--- config.mk ---
export PLATFORM = sky130hd
export DESIGN_NAME = spa_ctrl
export DESIGN_NICKNAME = d
export VERILOG_FILES = /design/src/sv/spa_pkg.sv /design/src/sv/spa_ctrl.sv
export SDC_FILE = /design/constraint.sdc
export NUM_CORES = 1
export LEC_CHECK = 0
export BUFFER_PORTS_ARGS = -buffer_cell sky130_fd_sc_hd__buf_4
export CAP_MARGIN = 40
export CORE_AREA = 2 2 39 41
export CTS_BUF_LIST = sky130_fd_sc_hd__clkbuf_4
export CTS_CLUSTER_SIZE = 12
export DETAILED_ROUTE_END_ITERATION = 7
export DIE_AREA = 0 0 41 43
export GPL_TIMING_DRIVEN = 1
export SETUP_SLACK_MARGIN = 0.5
export SKIP_CTS_REPAIR_TIMING = 1
export SYNTH_ARGS = -nofsm -noshare
export SYNTH_HDL_FRONTEND = slang
export SYNTH_SLANG_ARGS = --single-unit
export TNS_END_PERCENT = 30
--- constraint.sdc ---
create_clock -name aclk -period 3 [get_ports aclk]
set_input_delay 0.15 -clock aclk [delete_from_list [all_inputs] [get_ports aclk]]
set_output_delay 0.15 -clock aclk [all_outputs]
set_load 0.02 [all_outputs]
--- src/sv/spa_pkg.sv ---
`timescale 1ns / 1ps
package spa_pkg;
    localparam int ANCHOR_COUNT_DEF = 4096;
    localparam int STACK_DEPTH_DEF = 64;
    localparam int IDX_W = 12;
    localparam int BYTE_W = 32;
    localparam int TS_W = 64;

    typedef enum logic [1:0] {
        OP_ENTER = 2'd0,
        OP_EXIT  = 2'd1,
        OP_READ  = 2'd2,
        OP_NONE  = 2'd3
    } op_t;

    typedef enum logic [1:0] {
        ST_OK        = 2'd0,
        ST_OVERFLOW  = 2'd1,
        ST_UNDERFLOW = 2'd2,
        ST_BAD       = 2'd3
    } status_t;

    // controller to datapath
    typedef struct packed {
        logic capture;     // latch input word
        logic clear_wr;    // write zero at clear address
        logic rd_item;     // read anchor table at item anchor, frame at top
        logic enter_wr;    // write anchor, push frame
        logic rd_parent;   // read anchor table at popped parent
        logic exit_a_wr;   // write popped anchor
        logic exit_p_wr;   // write parent exclusive
        logic load_result; // register result word
    } spa_cmd_t;

    // datapath to controller
    typedef struct packed {
        logic     clear_last;
        op_t      op;
        status_t  status;
        logic     same_anchor;
    } spa_stat_t;
endpackage

--- src/sv/spa_ctrl.sv ---
`timescale 1ns / 1ps
module spa_ctrl (
    input  logic                aclk,
    input  logic                aresetn,
    input  logic                s_valid,
    output logic                s_ready,
    output logic                m_valid,
    input  logic                m_ready,
    input  spa_pkg::spa_stat_t  stat,
    output spa_pkg::spa_cmd_t   cmd
);
    import spa_pkg::*;

    typedef enum logic [5:0] {
        S_CLEAR  = 6'b000001,
        S_IDLE   = 6'b000010,
        S_READ   = 6'b000100,
        S_DECIDE = 6'b001000,
        S_EXIT_P = 6'b010000,
        S_EXIT_A = 6'b100000
    } state_t;

    state_t state_reg, state_next;
    logic   m_valid_reg, m_valid_next;

    assign m_valid = m_valid_reg;
    // result register frees as soon as it is taken
    assign s_ready = (state_reg == S_IDLE) && (!m_valid_reg || m_ready);

    always_comb begin
        cmd = '0;
        state_next = state_reg;
        m_valid_next = m_valid_reg && !m_ready;
        unique case (state_reg)
            S_CLEAR: begin
                cmd.clear_wr = 1'b1;
                if (stat.clear_last) state_next = S_IDLE;
            end
            S_IDLE: begin
                if (s_valid && s_ready) begin
                    cmd.capture = 1'b1;
                    state_next = S_READ;
                end
            end
            S_READ: begin
                cmd.rd_item = 1'b1;
                state_next = S_DECIDE;
            end
            S_DECIDE: begin
                if (stat.op == OP_EXIT && stat.status == ST_OK) begin
                    cmd.rd_parent = 1'b1;
                    state_next = S_EXIT_P;
                end else begin
                    cmd.enter_wr = (stat.op == OP_ENTER) && (stat.status == ST_OK);
                    cmd.load_result = 1'b1;
                    m_valid_next = 1'b1;
                    state_next = S_IDLE;
                end
            end
            S_EXIT_P: begin
                cmd.exit_p_wr = !stat.same_anchor;
                state_next = S_EXIT_A;
            end
            S_EXIT_A: begin
                cmd.exit_a_wr = 1'b1;
                cmd.load_result = 1'b1;
                m_valid_next = 1'b1;
                state_next = S_IDLE;
            end
            default: state_next = S_IDLE;
        endcase
    end

    always_ff @(posedge aclk) begin
        if (!aresetn) begin
            state_reg   <= S_CLEAR;
            m_valid_reg <= 1'b0;
        end else begin
            state_reg   <= state_next;
            m_valid_reg <= m_valid_next;
        end
    end
endmodule
## After elaboration in Yosys (flattened, before gate mapping)

Cells that the tools add are included.

- Reductions and logical operators: 12
- Muxes and demuxes: 17
- Equality and inequality tests: 9

Operators by type and width:

| cell | number |
|---|---|
| case mux 6 bit (5 select lines) | 1 |
| 2-to-1 mux 6 bit | 2 |
| 2-to-1 mux 1 bit | 10 |
| equality test 6 x 1 -> 1 bit, second input constant | 1 |
| equality test 6 x 2 -> 1 bit, second input constant | 1 |
| equality test 6 x 3 -> 1 bit, second input constant | 1 |
| equality test 6 x 4 -> 1 bit, second input constant | 1 |
| equality test 6 x 5 -> 1 bit, second input constant | 1 |
| equality test 6 bit, second input constant | 1 |
| logical AND 1 bit | 5 |
| 2-to-1 mux 5 bit | 1 |
| logical NOT 2 bit | 2 |
| case mux 1 bit (2 select lines) | 2 |
| logical NOT 1 bit | 3 |
| equality test 2 x 1 -> 1 bit, second input constant | 1 |
| 2-to-1 mux 2 bit | 1 |
| != test 2 x 1 -> 1 bit, second input constant | 1 |
| != test 2 bit, second input constant | 1 |
| AND reduction 2 bit | 1 |
| logical OR 1 bit | 1 |

- Flip-flop bits (word level): 7
- Output and inout bits: 10
- Logic and storage cells: 40
- Bits of input ports: 10

## Depth between registers and ports, before layout

Gate-level depths: netlist (run 1).

- Depth in word-level cells: 6
- Depth in mapped cells: 4
- Gate-level depth less buffers: 4

## Worst setup path after synthesis (run 1)

Ideal clock, no wire load.

- Path kind: reg-to-output
- Start point: reg state_reg[2]
- End point: out cmd[0] (netlist bit)
- Buffers on the path: 0
- Cell stages (with the launch flop): 5
- Required time: 2,850 ps
- Arrival time: 1,539 ps
- Path slack: 1,311 ps
- Cell sequence: dfxtp_1 -> or4_4 -> nor3b_2 -> a21oi_1 -> inv_1

RTL lines:

| element | RTL line | text |
|---|---|---|
| from (decl) | spa_ctrl.sv:23 | `state_t state_reg, state_next;` |
| from (signal assigned) | spa_ctrl.sv:79 | `state_reg <= state_next;` |
| to (decl) | spa_ctrl.sv:10 | `output spa_pkg::spa_cmd_t cmd` |

==> results of run 1 <==
==> placed cells by master, fill, tap and decap left out, drive strengths merged <==
cell type and n:
and3 1, nor2 8, o41ai 1, nand2b 1
a41oi 1, and2 1, inv 4, o21bai 1
or4 2, xor2 1, nor4b 1, clkbuf 4
nand4b 1, nand3 1, o21ai 2, buf 19
or3b 1, nor3 2, a31o 1, nand2 6
dfxtp 7, a21boi 1, nor3b 2, a21oi 1
==> worst max-delay path, delay by kind of cell (launching register included) <==
family        cells  cell delay (ns)
buf+inv           1             0.14
simple gates      3             1.02
flops             1             0.35
==> worst max-delay path by stage <==
stage,endpoint
4_1_cts,cmd[1]
6_report,cmd[1]
2_1_floorplan,cmd[0]
3_3_place_gp,cmd[1]
3_5_place_dp,cmd[1]
5_1_grt,cmd[4]
==> cells by family (layout without fill, tap and decap cells) <==
kind of cell,Yosys count,count (layout),share of synthesized area [%]
buffers and inverters,4,27,3.62
xor gates and xnor gates,1,1,2.12
and+or+nand+nor,27,27,40.2
DFF,7,7,33.8
AOI/OAI and AO/OA,8,8,20.2
==> synthesized netlist by cell type <==
master / count
nor2_1: 8
dfxtp_1: 7
nand2_1: 6
inv_1: 4
nor3_1: 2
nor3b_2: 2
o21ai_0: 2
or4_4: 2
a21boi_1: 1
a21oi_1: 1
a31o_4: 1
a41oi_1: 1
and2_1: 1
and3_1: 1
nand2b_1: 1
nand3_1: 1
nand4b_1: 1
nor4b_2: 1
o21bai_1: 1
o41ai_4: 1
or3b_1: 1
xor2_1: 1
==> routing by layer <==
metal  GRT usage, %  vias up  share of wire [%]
li1               -      213                  -
met1           13.8      184                 44
met2           15.9       16                 47
met3           1.57        2                6.4
met4           12.0        0                2.2
met5              0        -                  0
==> metrics by stage <==
step	setup WS, ns	cell area, um2
floorplan	1.31	414
global placement	1.35	577
detailed placement	1.34	577
CTS	1.07	607
global route	0.988	607
finish	1.09	607
==> layout make-up <==
type / instances / area (um2)
Clock buffer: 4 / 30.0
Fill cell: 149 / 777
Inverter: 4 / 15.0
Multi-Input combinational cell: 36 / 259
Sequential cell: 7 / 140
Tap cell: 16 / 20.0
Timing Repair Buffer: 19 / 143
==> where the power goes <==
group	internal (mW)	total [mW]	switching (mW)
clock network	0.0598	0.0938	0.0341
logic	0.0256	0.0477	0.0221
registers	0.0961	0.0994	0.00330
==> flow_metrics.tcl, run 1 <==
set metrics [dict create \
    clockBufferDepth 2 \
    cellLeakagePower_nw 0.290 \
    placedCellCount 82 \
    io_buffers 19 \
    vias_per_cell 4.83 \
    synth_top_cell_area_share_pct 33.8 \
    drv_slew 0 \
    avgSynthCellArea_um2 8.81 \
    outcome "finished, final reports clean" \
    min_period_ns 1.91 \
    hp-start "stat[5]" \
    path_clk_slew_ns 0.06 \
    gp_congestion 0.685 \
    peakVddDrop_v 0.000164 \
    postRouteAntennaNets 0 \
    hold_ws_ns 0.140 \
    r2r-start "state_reg[2]$_SDFFE_PN0P_" \
    drt_first_pass_iters 4 \
    worstSetupPathType "reg2out" \
    cts_buffers 3 \
    grt_overflow 0 \
    fin_skew_ns 0.0100 \
    synth_seq_cells 7 \
    cts_num_sinks 7 \
    final_cells 86 \
    dpl.hpwl_um 722 \
    die_width_um 41 \
    rsz0062_at_grt "no" \
    yosysWarnings 0 \
    start_kind "flip-flop" \
    htree_levels 1 \
    cp_slowest_cell "or4_4" \
    r2r-end "state_reg[5]$_SDFFE_PN0P_" \
    synth_top_area_cell "dfxtp_1" \
    final_util_pct 43.9 \
    grt_start_max_net_pins 8 \
    cp_max_fo 6 \
    chipHeight_um 43 \
    grt_usage_pct 11.5 \
    rows 14 \
    root_buffer "clkbuf_4" \
    ys_types 22 \
    max_stage_delay_ns 0.53 \
    cp-startpoint "state_reg[2]$_SDFFE_PN0P_" \
    whs_endpoint "state_reg[0]$_SDFFE_PN1P_" \
    num_vias 415 \
    ff2ff_path_depth 4 \
    end_kind "output pin" \
    grt_pass1_wl_mm 1.32 \
    drive_gt1_share_pct 42.9 \
    ys_seq_area_share_pct 33.8 \
    antenna_found_initial 0 \
    area_growth_pct 46.5 \
    synthesis.area_um2 414 \
    antenna_cells 0 \
    ios 20 \
    hold_viol_final 0 \
    worst_hold_path.num_cells 2 \
    maxCapViolations 0 \
    cp.arrival_ns 1.76 \
    largest_reg_flops 6 \
    insertion_delay_ns 0.25 \
    worst_pin_slew_ns 0.465 \
    timing.max_slew.rel_slack_pct 68.9 \
    synth.area.top_cells "dfxtp_1, nor2_1, o41ai_4" \
    finalCritPeriodShare_pct 63.8 \
    drcViolationCount 0 \
    first_iter_violations 11 \
    setup_viol 0 \
    grt_pass1_vias 337 \
    wl_per_cell_um 10.1 \
    p_per_area_nw_per_um2 397 \
    core_um2 1380 \
    netlist_instances 47 \
    die_area_um2 1760 \
    crit_required_ns 2.85 \
    nets 81 \
    path_cells "or4_4, or3b_1, nor2_1, buf_4" \
    cts_tree "built" \
    synth.net_count 57 \
    start_util_pct 29.9 \
    clock.fmax_ghz 0.523 \
    fin_tns_setup_ns 0 \
    p_total_mw 0.241 \
    hp-class "in2reg" \
    routed_wl_um 870 \
    rrSetupSlack_ns 1.43 \
]
No activity file was read; power rests on OpenSTA's default activity.
==> inputs of run 2 (changes only) <==
clock period = 1.7 ns   (was 3 ns; I/O delays follow)
==> run 2 against run 1 <==
  * The run now ends with negative setup slack left
  * Non-clock buffer count increased by 4
  * First-iteration DRC count decreased by 27%
  * Critical path depth unchanged
  * Largest power group unchanged
  * Setup slack got worse by 1.2 ns
  * Sequential power increased by 75%
  * Cell count increased by 4.7%
  * Utilization increased by 7.7 points
==> flow_metrics.tcl, run 2 (synthesized netlist as in run 1, its figures left out) <==
set metrics [dict create \
    rows 14 \
    rrSetupSlack_ns 0.13 \
    hp-start "stat[5]" \
    fin_tns_setup_ns -0.413 \
    first_iter_violations 8 \
    htree_levels 1 \
    cts_buffers 3 \
    multiInputGateArea_um2 312 \
    wl_per_cell_um 10.9 \
    core_um2 1380 \
    final_cell_mix "buf_4, nand2_1, dfxtp_1, buf_6" \
    worstSetupPathType "reg2out" \
    outcome "finished with violations" \
    nets 85 \
    cp_slowest_cell "or4_4" \
    worst_pin_slew_ns 0.369 \
    insertion_delay_ns 0.24 \
    timing.max_slew.rel_slack_pct 75.3 \
    crit_required_ns 1.62 \
    grt_overflow 0 \
    p_total_mw 0.435 \
    fin_ws_ns -0.156 \
    antenna_cells 0 \
    rsz0062_at_grt "yes" \
    p_sw_mw 0.107 \
    drv_slew 0 \
    cp.arrival_ns 1.77 \
    clock.fmax_ghz 0.539 \
    die_width_um 41 \
    drive_gt1_share_pct 58.1 \
    min_period_ns 1.86 \
    largest_reg_flops 6 \
    grt_pass1_wl_mm 1.46 \
    start_util_pct 29.9 \
    hold_ws_ns 0.0766 \
    finalCritPeriodShare_pct 109 \
    placedCellCount 85 \
    drt_first_pass_iters 2 \
    internal_power_mw 0.328 \
    hp-class "in2reg" \
    comb_power_share_pct 23.0 \
    vias_per_cell 4.81 \
    setup_viol 4 \
    postRouteAntennaNets 0 \
    grt_start_max_net_pins 8 \
    routed_wl_um 985 \
    fin_skew_ns 0.00255 \
    num_vias 433 \
    cts_tree "built" \
    max_stage_delay_ns 0.53 \
    final_cells 90 \
    r2r-end "state_reg[4]$_SDFFE_PN0P_" \
    p_seq_share_pct 40.1 \
    drcViolationCount 0 \
    io_buffers 19 \
    ff2ff_path_depth 4 \
    whs_endpoint "state_reg[0]$_SDFFE_PN1P_" \
    path_clk_slew_ns 0.05 \
    fill_cells 142 \
    cp_max_fo 6 \
    hold_viol_final 0 \
    peakVddDrop_v 0.000268 \
    design_area_um2 713 \
    die_area_um2 1760 \
    clkPwrFrac_pct 36.9 \
    grt_usage_pct 12.4 \
    mostFrequentLayoutCell "buf_4" \
    swShare_pct 24.7 \
    cts_num_sinks 7 \
    ios 20 \
    worst_hold_path.num_cells 2 \
    failed_checks "negative setup slack" \
    placed_area_um2 629 \
    dpl.hpwl_um 799 \
    root_buffer "clkbuf_4" \
    regArea_um2 145 \
    p_per_area_nw_per_um2 610 \
    path_cells "or4_4, or3b_4, nor2_4, buf_6" \
    maxCapViolations 0 \
    chipHeight_um 43 \
    end_kind "output pin" \
    r2r-start "state_reg[2]$_SDFFE_PN0P_" \
    grt_pass1_vias 347 \
    antenna_found_initial 0 \
    area_growth_pct 72.2 \
    start_kind "flip-flop" \
    cellLeakagePower_nw 0.327 \
    gp_congestion 0.707 \
    clockBufferDepth 2 \
]
run 2: changes by cell type in the layout (fill, tap and decap cells not counted), sizes merged:
cell and delta:
buf +4
run 2: critical path: cells and delay by family (launching register included):
kind / cells / cell delay (ns)
buf+inv: 1 / 0.11
simple gates: 3 / 1.06
flops: 1 / 0.35
run 2: power by group through the flow:
| stage | Combinational, mW | Clock (mW) | Sequential, mW |
|---|---|---|---|
| after global placement | 0.0906 | 0 | 0.178 |
| after detailed placement | 0.0912 | 0 | 0.178 |
| after CTS | 0.0916 | 0.170 | 0.175 |
| final | 0.100 | 0.161 | 0.174 |
| after floorplan | 0.0528 | 0 | 0.179 |
| after global routing | 0.107 | 0.178 | 0.175 |
run 2: routing by layer:
metal,GRT usage (%),routed length (um),up-vias
li1,-,-,220
met1,16.5,422,200
met2,16.9,508,13
met3,3.14,55,0
met4,8.00,0,0
met5,0,0,-
run 2: area by class of cell:
cell class / count / share of cell area [%]
multi-input combinational: 36 / 43.7
timing repair buffer: 23 / 26.8
sequential: 7 / 20.4
tap: 16 / 2.81
inverter: 4 / 2.11
clock buffer: 4 / 4.21
run 2: worst max-delay path by stage:
stage	start	endpoint	slack (ns)
6_report	state_reg[2]$_SDFFE_PN0P_	cmd[1]	-0.16
4_1_cts	state_reg[1]$_SDFFE_PN0P_	cmd[3]	-0.17
3_3_place_gp	state_reg[1]$_SDFFE_PN0P_	cmd[1]	0.12
5_1_grt	state_reg[2]$_SDFFE_PN0P_	cmd[1]	-0.21
2_1_floorplan	state_reg[1]$_SDFFE_PN0P_	cmd[1]	0.21
3_5_place_dp	state_reg[1]$_SDFFE_PN0P_	cmd[3]	0.11
run 2: per-stage QoR:
| stage | util, % | worst slack (ns) |
|---|---|---|
| floorplan | - | 0.206 |
| finish | 51.5 | -0.156 |
| detailed placement | 45.5 | 0.106 |
| global route | 51.5 | -0.208 |
| global placement | 45.5 | 0.121 |
| CTS | 47.6 | -0.167 |
